--- config.mk ---
export PLATFORM = sky130hd
export DESIGN_NAME = mgbpm_ctrl
export DESIGN_NICKNAME = d
export VERILOG_FILES = /design/src/rtl/mgbpm_pkg.sv /design/src/rtl/mgbpm_ctrl.sv
export SDC_FILE = /design/constraint.sdc
export NUM_CORES = 1
export LEC_CHECK = 0
export BUFFER_PORTS_ARGS = -buffer_cell sky130_fd_sc_hd__buf_2
export CORE_MARGIN = 1
export CORE_UTILIZATION = 45
export CTS_BUF_LIST = sky130_fd_sc_hd__clkbuf_8
export DETAILED_ROUTE_END_ITERATION = 10
export PLACE_DENSITY_LB_ADDON = 0.1
export RECOVER_POWER = 100
export SLEW_MARGIN = 40
export SYNTH_ARGS = -nofsm -noshare
export SYNTH_HDL_FRONTEND = slang
export SYNTH_SLANG_ARGS = --single-unit
--- constraint.sdc ---
create_clock -name clk -period 5.3 [get_ports clk]
set_input_delay 1.06 -clock clk [delete_from_list [all_inputs] [get_ports clk]]
set_output_delay 1.06 -clock clk [all_outputs]
set_load 0.005 [all_outputs]
--- src/rtl/mgbpm_pkg.sv ---
// Shared types, constants and codes of the mixed-grain block page map.
`default_nettype none
package mgbpm_pkg;

  localparam int LOGICAL_BLOCKS  = 64;
  localparam int PHYS_BLOCKS     = 64;
  localparam int PAGES_PER_BLOCK = 512;

  localparam int FUNC_W   = 2;
  localparam int LBF_W    = 6;   // logical_block field
  localparam int PIF_W    = 9;   // page_index field
  localparam int PNF_W    = 15;  // phys_number field
  localparam int STATUS_W = 2;
  localparam int OFF_W    = 48;
  localparam int DSO_W    = 40;

  localparam int LB_W    = $clog2(LOGICAL_BLOCKS);
  localparam int PI_W    = $clog2(PAGES_PER_BLOCK);
  localparam int PB_W    = $clog2(PHYS_BLOCKS);
  localparam int PG_W    = PB_W + PI_W;
  localparam int PGA_W   = LB_W + PI_W;
  localparam int PG_DEPTH = LOGICAL_BLOCKS * PAGES_PER_BLOCK;

  localparam int BLOCK_SHIFT = 21;
  localparam int PAGE_SHIFT  = 12;
  localparam logic [OFF_W-1:0] OFFSET_MASK = 48'hffff_ffff_f000;

  typedef enum logic [FUNC_W-1:0] {
    FUNC_MAP_BLOCK = 2'd0,
    FUNC_MAP_PAGE  = 2'd1,
    FUNC_SPLIT     = 2'd2,
    FUNC_QUERY     = 2'd3
  } func_t;

  typedef enum logic [STATUS_W-1:0] {
    ST_OK       = 2'd0,
    ST_UNMAPPED = 2'd1,
    ST_CONFLICT = 2'd2,
    ST_RANGE    = 2'd3
  } status_t;

  typedef enum logic [1:0] {
    MODE_UNMAPPED = 2'd0,
    MODE_COARSE   = 2'd1,
    MODE_FINE     = 2'd2
  } mode_t;

  typedef enum logic [1:0] {
    PG_SRC_SINGLE = 2'd0,
    PG_SRC_CLEAR  = 2'd1,
    PG_SRC_SPLIT  = 2'd2
  } pg_src_t;

  typedef enum logic [1:0] {
    OFF_NONE  = 2'd0,
    OFF_BLOCK = 2'd1,
    OFF_PAGE  = 2'd2
  } off_sel_t;

  typedef struct packed {
    mode_t            mode;
    logic [PB_W-1:0]  target;
  } blk_entry_t;

  typedef struct packed {
    logic             valid;
    logic [PG_W-1:0]  target;
  } pg_entry_t;

  typedef struct packed {
    logic     in_ready;
    logic     load;
    logic     blk_wr;
    mode_t    blk_mode;
    logic     pg_wr;
    pg_src_t  pg_src;
    logic     out_load;
    status_t  res_status;
    off_sel_t res_sel;
    logic     res_fine;
  } ctrl_cmd_t;

  typedef struct packed {
    logic   in_valid;
    func_t  func;
    logic   rng_err;
    mode_t  mode;
    logic   pg_valid;
    logic   walk_last;
    logic   out_free;
  } ctrl_stat_t;

endpackage
`default_nettype wire

--- src/rtl/mgbpm_ctrl.sv ---
// Controller: sequences table reads, page walks, writes and result hand-off.
`default_nettype none
module mgbpm_ctrl (
  input  wire logic                  clk,
  input  wire logic                  rst,
  input  wire mgbpm_pkg::ctrl_stat_t stat,
  output mgbpm_pkg::ctrl_cmd_t       cmd
);

  typedef enum logic [2:0] {
    S_IDLE,
    S_BLK,
    S_PG,
    S_WALK,
    S_PMAP,
    S_DONE
  } state_t;

  state_t               state;
  mgbpm_pkg::status_t   res_status;
  mgbpm_pkg::off_sel_t  res_sel;
  logic                 res_fine;

  always_comb begin
    cmd            = '0;
    cmd.blk_mode   = mgbpm_pkg::MODE_FINE;
    cmd.pg_src     = mgbpm_pkg::PG_SRC_SINGLE;
    cmd.res_status = res_status;
    cmd.res_sel    = res_sel;
    cmd.res_fine   = res_fine;
    case (state)
      S_IDLE: begin
        cmd.in_ready = 1'b1;
        cmd.load     = stat.in_valid;
      end
      S_BLK: begin
        if (!stat.rng_err) begin
          if (stat.func == mgbpm_pkg::FUNC_MAP_BLOCK) begin
            cmd.blk_wr   = 1'b1;
            cmd.blk_mode = mgbpm_pkg::MODE_COARSE;
          end else if (stat.func == mgbpm_pkg::FUNC_MAP_PAGE &&
                       stat.mode == mgbpm_pkg::MODE_FINE) begin
            cmd.pg_wr = 1'b1;
          end
        end
      end
      S_WALK: begin
        cmd.pg_wr  = 1'b1;
        cmd.pg_src = (stat.func == mgbpm_pkg::FUNC_SPLIT) ? mgbpm_pkg::PG_SRC_SPLIT
                                                          : mgbpm_pkg::PG_SRC_CLEAR;
        cmd.blk_wr = stat.walk_last && stat.func == mgbpm_pkg::FUNC_SPLIT;
      end
      S_PMAP: begin
        cmd.pg_wr  = 1'b1;
        cmd.blk_wr = 1'b1;
      end
      S_DONE: begin
        cmd.out_load = stat.out_free;
      end
      default: begin
        cmd.in_ready = 1'b0;
      end
    endcase
  end

  always_ff @(posedge clk) begin
    if (rst) begin
      state      <= S_IDLE;
      res_status <= mgbpm_pkg::ST_OK;
      res_sel    <= mgbpm_pkg::OFF_NONE;
      res_fine   <= 1'b0;
    end else begin
      case (state)
        S_IDLE: begin
          if (stat.in_valid) begin
            state      <= S_BLK;
            res_status <= mgbpm_pkg::ST_OK;
            res_sel    <= mgbpm_pkg::OFF_NONE;
            res_fine   <= 1'b0;
          end
        end
        S_BLK: begin
          state <= S_DONE;
          if (stat.rng_err) begin
            res_status <= mgbpm_pkg::ST_RANGE;
          end else begin
            case (stat.func)
              mgbpm_pkg::FUNC_MAP_PAGE: begin
                if (stat.mode == mgbpm_pkg::MODE_COARSE) begin
                  res_status <= mgbpm_pkg::ST_CONFLICT;
                end else if (stat.mode != mgbpm_pkg::MODE_FINE) begin
                  state <= S_WALK;
                end
              end
              mgbpm_pkg::FUNC_SPLIT: begin
                state <= S_WALK;
              end
              mgbpm_pkg::FUNC_QUERY: begin
                if (stat.mode == mgbpm_pkg::MODE_COARSE) begin
                  res_sel <= mgbpm_pkg::OFF_BLOCK;
                end else if (stat.mode == mgbpm_pkg::MODE_FINE) begin
                  res_fine <= 1'b1;
                  state    <= S_PG;
                end else begin
                  res_status <= mgbpm_pkg::ST_UNMAPPED;
                end
              end
              default: begin
                res_status <= mgbpm_pkg::ST_OK;
              end
            endcase
          end
        end
        S_PG: begin
          state <= S_DONE;
          if (stat.pg_valid) begin
            res_sel <= mgbpm_pkg::OFF_PAGE;
          end else begin
            res_status <= mgbpm_pkg::ST_UNMAPPED;
          end
        end
        S_WALK: begin
          if (stat.walk_last) begin
            state <= (stat.func == mgbpm_pkg::FUNC_SPLIT) ? S_DONE : S_PMAP;
          end
        end
        S_PMAP: begin
          state <= S_DONE;
        end
        S_DONE: begin
          if (stat.out_free) begin
            state <= S_IDLE;
          end
        end
        default: begin
          state <= S_IDLE;
        end
      endcase
    end
  end

endmodule
`default_nettype wire

==> flow_results.org <==
** Outcome
- Run status :: finished clean

** Power
- Internal power comes to between 150 and 200 uW.
- Share of total power in sequential cells :: a little over a third
- Clock share of power :: 21.0%
- In this run the static leakage power is 0.362 nW.
- Logic pwr share :: 43.8%
- Areal power density over the cells :: between 400 and 500 nW/um^2
- Across the VDD grid, the largest voltage drop is 0.000318 V.
- NetSw :: around 150 uW
- In this run switching power makes up 43.0% of total power.

** Placed design
- The count of buffers added on input and output ports is 24.
- Final weighted congestion of routability-driven global placement :: a little over 0.8
- Once placement finished, the instance area stood at ~830 sq um.
- After legalization and detailed placement, the total HPWL measured 1.31 mm.

** STA
- Setup repair after global routing left no endpoint under its margin.
- The routed design could run at a clock period as short as around 3.5 ns.
- Setup total negative slack on the finished layout was measured at 0 ns.
- Number of failing hold endpoints at the final stage :: 0
- Setup violations remaining at the end of the flow were counted as 0.
- In the finished design, the share of the clock period the worst path needs comes to approximately two thirds.
- The count of pins over their slew limit came to 0.
- On the final layout, the worst clock skew is 0.00173 ns.
- Headroom to the max-slew limit :: a little over half
- Max Clock Freq :: 283 MHz
- Least-Margin Pin Slew :: around 0.7 ns

** Finish
- Across the whole layout, storage elements account for between 150 and 200 sq um.
- Fin area :: ~860 sq um
- 0 antenna diodes ended up in the layout.
- Number of nets in the final layout :: 132
- Fill cells in the final layout number about 170.
- Compared with the post-synthesis result, the final layout area differs by 16.9%.
- Leaving out fill and tap cells, the most frequent cell in the layout is buf_2.
- The top cell types in the final layout, fill and taps aside, are buf_2, inv_1, nor2_1, clkbuf_1, dfxtp_1.
- In the final layout, the share of cells above drive strength 1 is 19.8%.
- Area taken by multi-input logic gates :: slightly below 500 sq um

** Setup path
- Crit Path Class :: reg -> out
- Cell type of the slowest stage on the worst timing path :: dfxtp_1
- STA classifies the critical path startpoint as a register.
- In this run the worst path has a maximum fanout of 20.
- Data required time of the critical path :: between 4 and 5 ns
- The signal on the critical path passes through inv_1 > or4_1 > or3_2 > inv_1 > a221o_1 > buf_2.
- Data arrival time of the worst path :: about 2.5 ns
- CP endpoint kind :: output pin
- Most common cell on crit path :: inv_1
- CP peak stage delay :: 0.71 ns

** Drt
- In the routed design, unresolved DRC markers number 0.
- Sum of routed wire length over all layers :: about 1.9 mm
- Total number of vias :: about 800
- DR pass1 iterations :: 4
- After detailed routing, the average wire length per cell comes to 14.1 um.
- Remaining antenna violation count :: 0
- Violation count after the first detailed-routing iteration :: 17
- Dividing the detail-routed via count by the number of cells gives between 6 and 7.

** Synth
- For this run, the register share of the synthesized area comes to 21.8%.
- Synthesized area divided by synthesized cell count :: 7.49 sq um
- In this run, synthesis produced a sequential element count of 8.
- Synthesized cell area :: roughly 730 sq um
- Post-Synthesis Net Count :: 112
- Post-synth EDFFs :: 0
- Primary FF master, synth :: dfxtp_1
- Number of warnings reported in the yosys synthesis log :: 0
- Of all flip-flops after synthesis, the portion carrying an async set or reset was 0%.
- Post-Syn Instances :: 98
- The synthesized netlist contains 44 unique library cells.

** Global route
- The first global-routing pass estimated just over 3 mm of wire.
- GRT Resource Usage Total :: about 23%
- After global routing the overflow that remains totals 0.
- Via count of the first global-routing pass :: between 700 and 800
- Number of antenna violations at the first check in global routing :: 0
- Largest net degree at the start of global routing :: 23

** Floorplanning
- The core region is between 1500 and 2000 sq um.
- Die span in x :: roughly 42 um
- Ports :: 25
- Starting density of the core :: slightly below 50%
- Vertical die dimension :: 42.4 um
- Die area :: around 1800 sq um
- The floorplan has 14 rows.

** CTS
- Clock root buffer :: clkbuf_8
- CTS built an H-tree with a depth of 1.
- Post-CTS Setup Bufs :: 0
- Buffers inserted during clock tree synthesis total 3.
- Clock-pin slew was measured on the worst setup and hold paths at approximately 0.04 ns.
- Buffers inserted to repair hold after CTS numbered 0.
- The clock drives 8 sinks.
- Worst-Skew Late Latency :: about 0.23 ns
- Number of buffers on the longest clock path :: 2
- Once the clock tree was built, the resizer swapped 0 gates to a different size.
- CTS tree :: yes

** Job
- Max-cap violations :: 0

** Worst hold path
- The min-delay analysis places its worst path in the category reg -> reg.
## per-layer routing
metal | global-route usage (%) | vias to the layer above | wire (um)
met5 | 0 | - | 0
met1 | 26.4 | 362 | 864
met4 | 15.6 | 0 | 65
met3 | 8.62 | 9 | 106
li1 | - | 406 | -
met2 | 34.8 | 26 | 825
## cells in the mapped netlist, types with 3 or more instances
cell	number	area share, %
nor2b_1	3	2.6
ha_1	3	5.1
o211ai_1	3	3.1
a31oi_1	3	2.6
a21oi_1	5	3.4
buf_1	3	1.5
nand2_1	6	3.1
dfxtp_1	8	22
clkbuf_1	3	1.5
nor3_1	6	4.1
nor2_1	8	4.1
inv_1	8	4.1
nand3b_1	3	3.1
## cells by family (layout without fill, tap and decap cells)
logic type	count (synthesis)	after routing	synth area share (%)
AND/OR/NAND/NOR	40	40	32.0
AO/OA/AOI/OAI	27	27	28.3
buffers and inverters	18	36	10.1
flip-flops	8	8	21.8
adder cells (fa/ha/maj)	3	3	5.11
multiplexers	2	2	2.73
## power groups by stage
stage	registers (mW)	clock network (mW)	logic [mW]
6_report	0.123	0.0733	0.153
5_1_grt	0.129	0.0790	0.174
4_1_cts	0.123	0.0759	0.160
3_5_place_dp	0.123	0	0.158
3_3_place_gp	0.122	0	0.157
2_1_floorplan	0.0874	0	0.147
## worst paths after layout
check                           cells after the start                         end                        from  slack, ns
worst max register to register                      4       state[1]$_SDFFE_PP0P_       state[0]$_SDFFE_PP0P_       3.10
worst max-delay path                                6                     cmd[11]       state[0]$_SDFFE_PP0P_       1.76
worst min register to register                      1  res_status[0]$_SDFFE_PP0P_  res_status[0]$_SDFFE_PP0P_       0.49
worst min-delay path                                1  res_status[0]$_SDFFE_PP0P_  res_status[0]$_SDFFE_PP0P_       0.49
## registers in the layout, indices dropped and copies added, names as in the netlist
name	count
res_fine	1
res_sel	2
res_status	2
state	3
## stage by stage
stage	setup slack [ns]	instances	hold WS (ns)	util [%]	power (mW)
floorplan	2.22	98	0.484	-	0.234
global placement	2.02	129	0.474	54.8	0.279
detailed placement	2.00	129	0.476	54.8	0.282
CTS	1.96	132	0.494	57.5	0.358
global route	1.57	132	0.509	56.3	0.382
finish	1.76	132	0.488	56.3	0.349
## layout make-up
| class | count | share of cell area [%] |
|---|---|---|
| Timing Repair Buffer | 24 | 12.8 |
| Tap cell | 16 | 2.33 |
| Clock buffer | 3 | 4.81 |
| Sequential cell | 8 | 18.7 |
| Inverter | 9 | 3.94 |
| Multi-Input combinational cell | 72 | 57.4 |
## critical path: cells and delay by family (launching register included)
family	cells	cell delay (ns)
AND/OR/NAND/NOR	2	1.00
flip-flops	1	0.71
AO/OA/AOI/OAI	1	0.10
buffers and inverters	3	0.44
(Power assumes the default switching activity.)
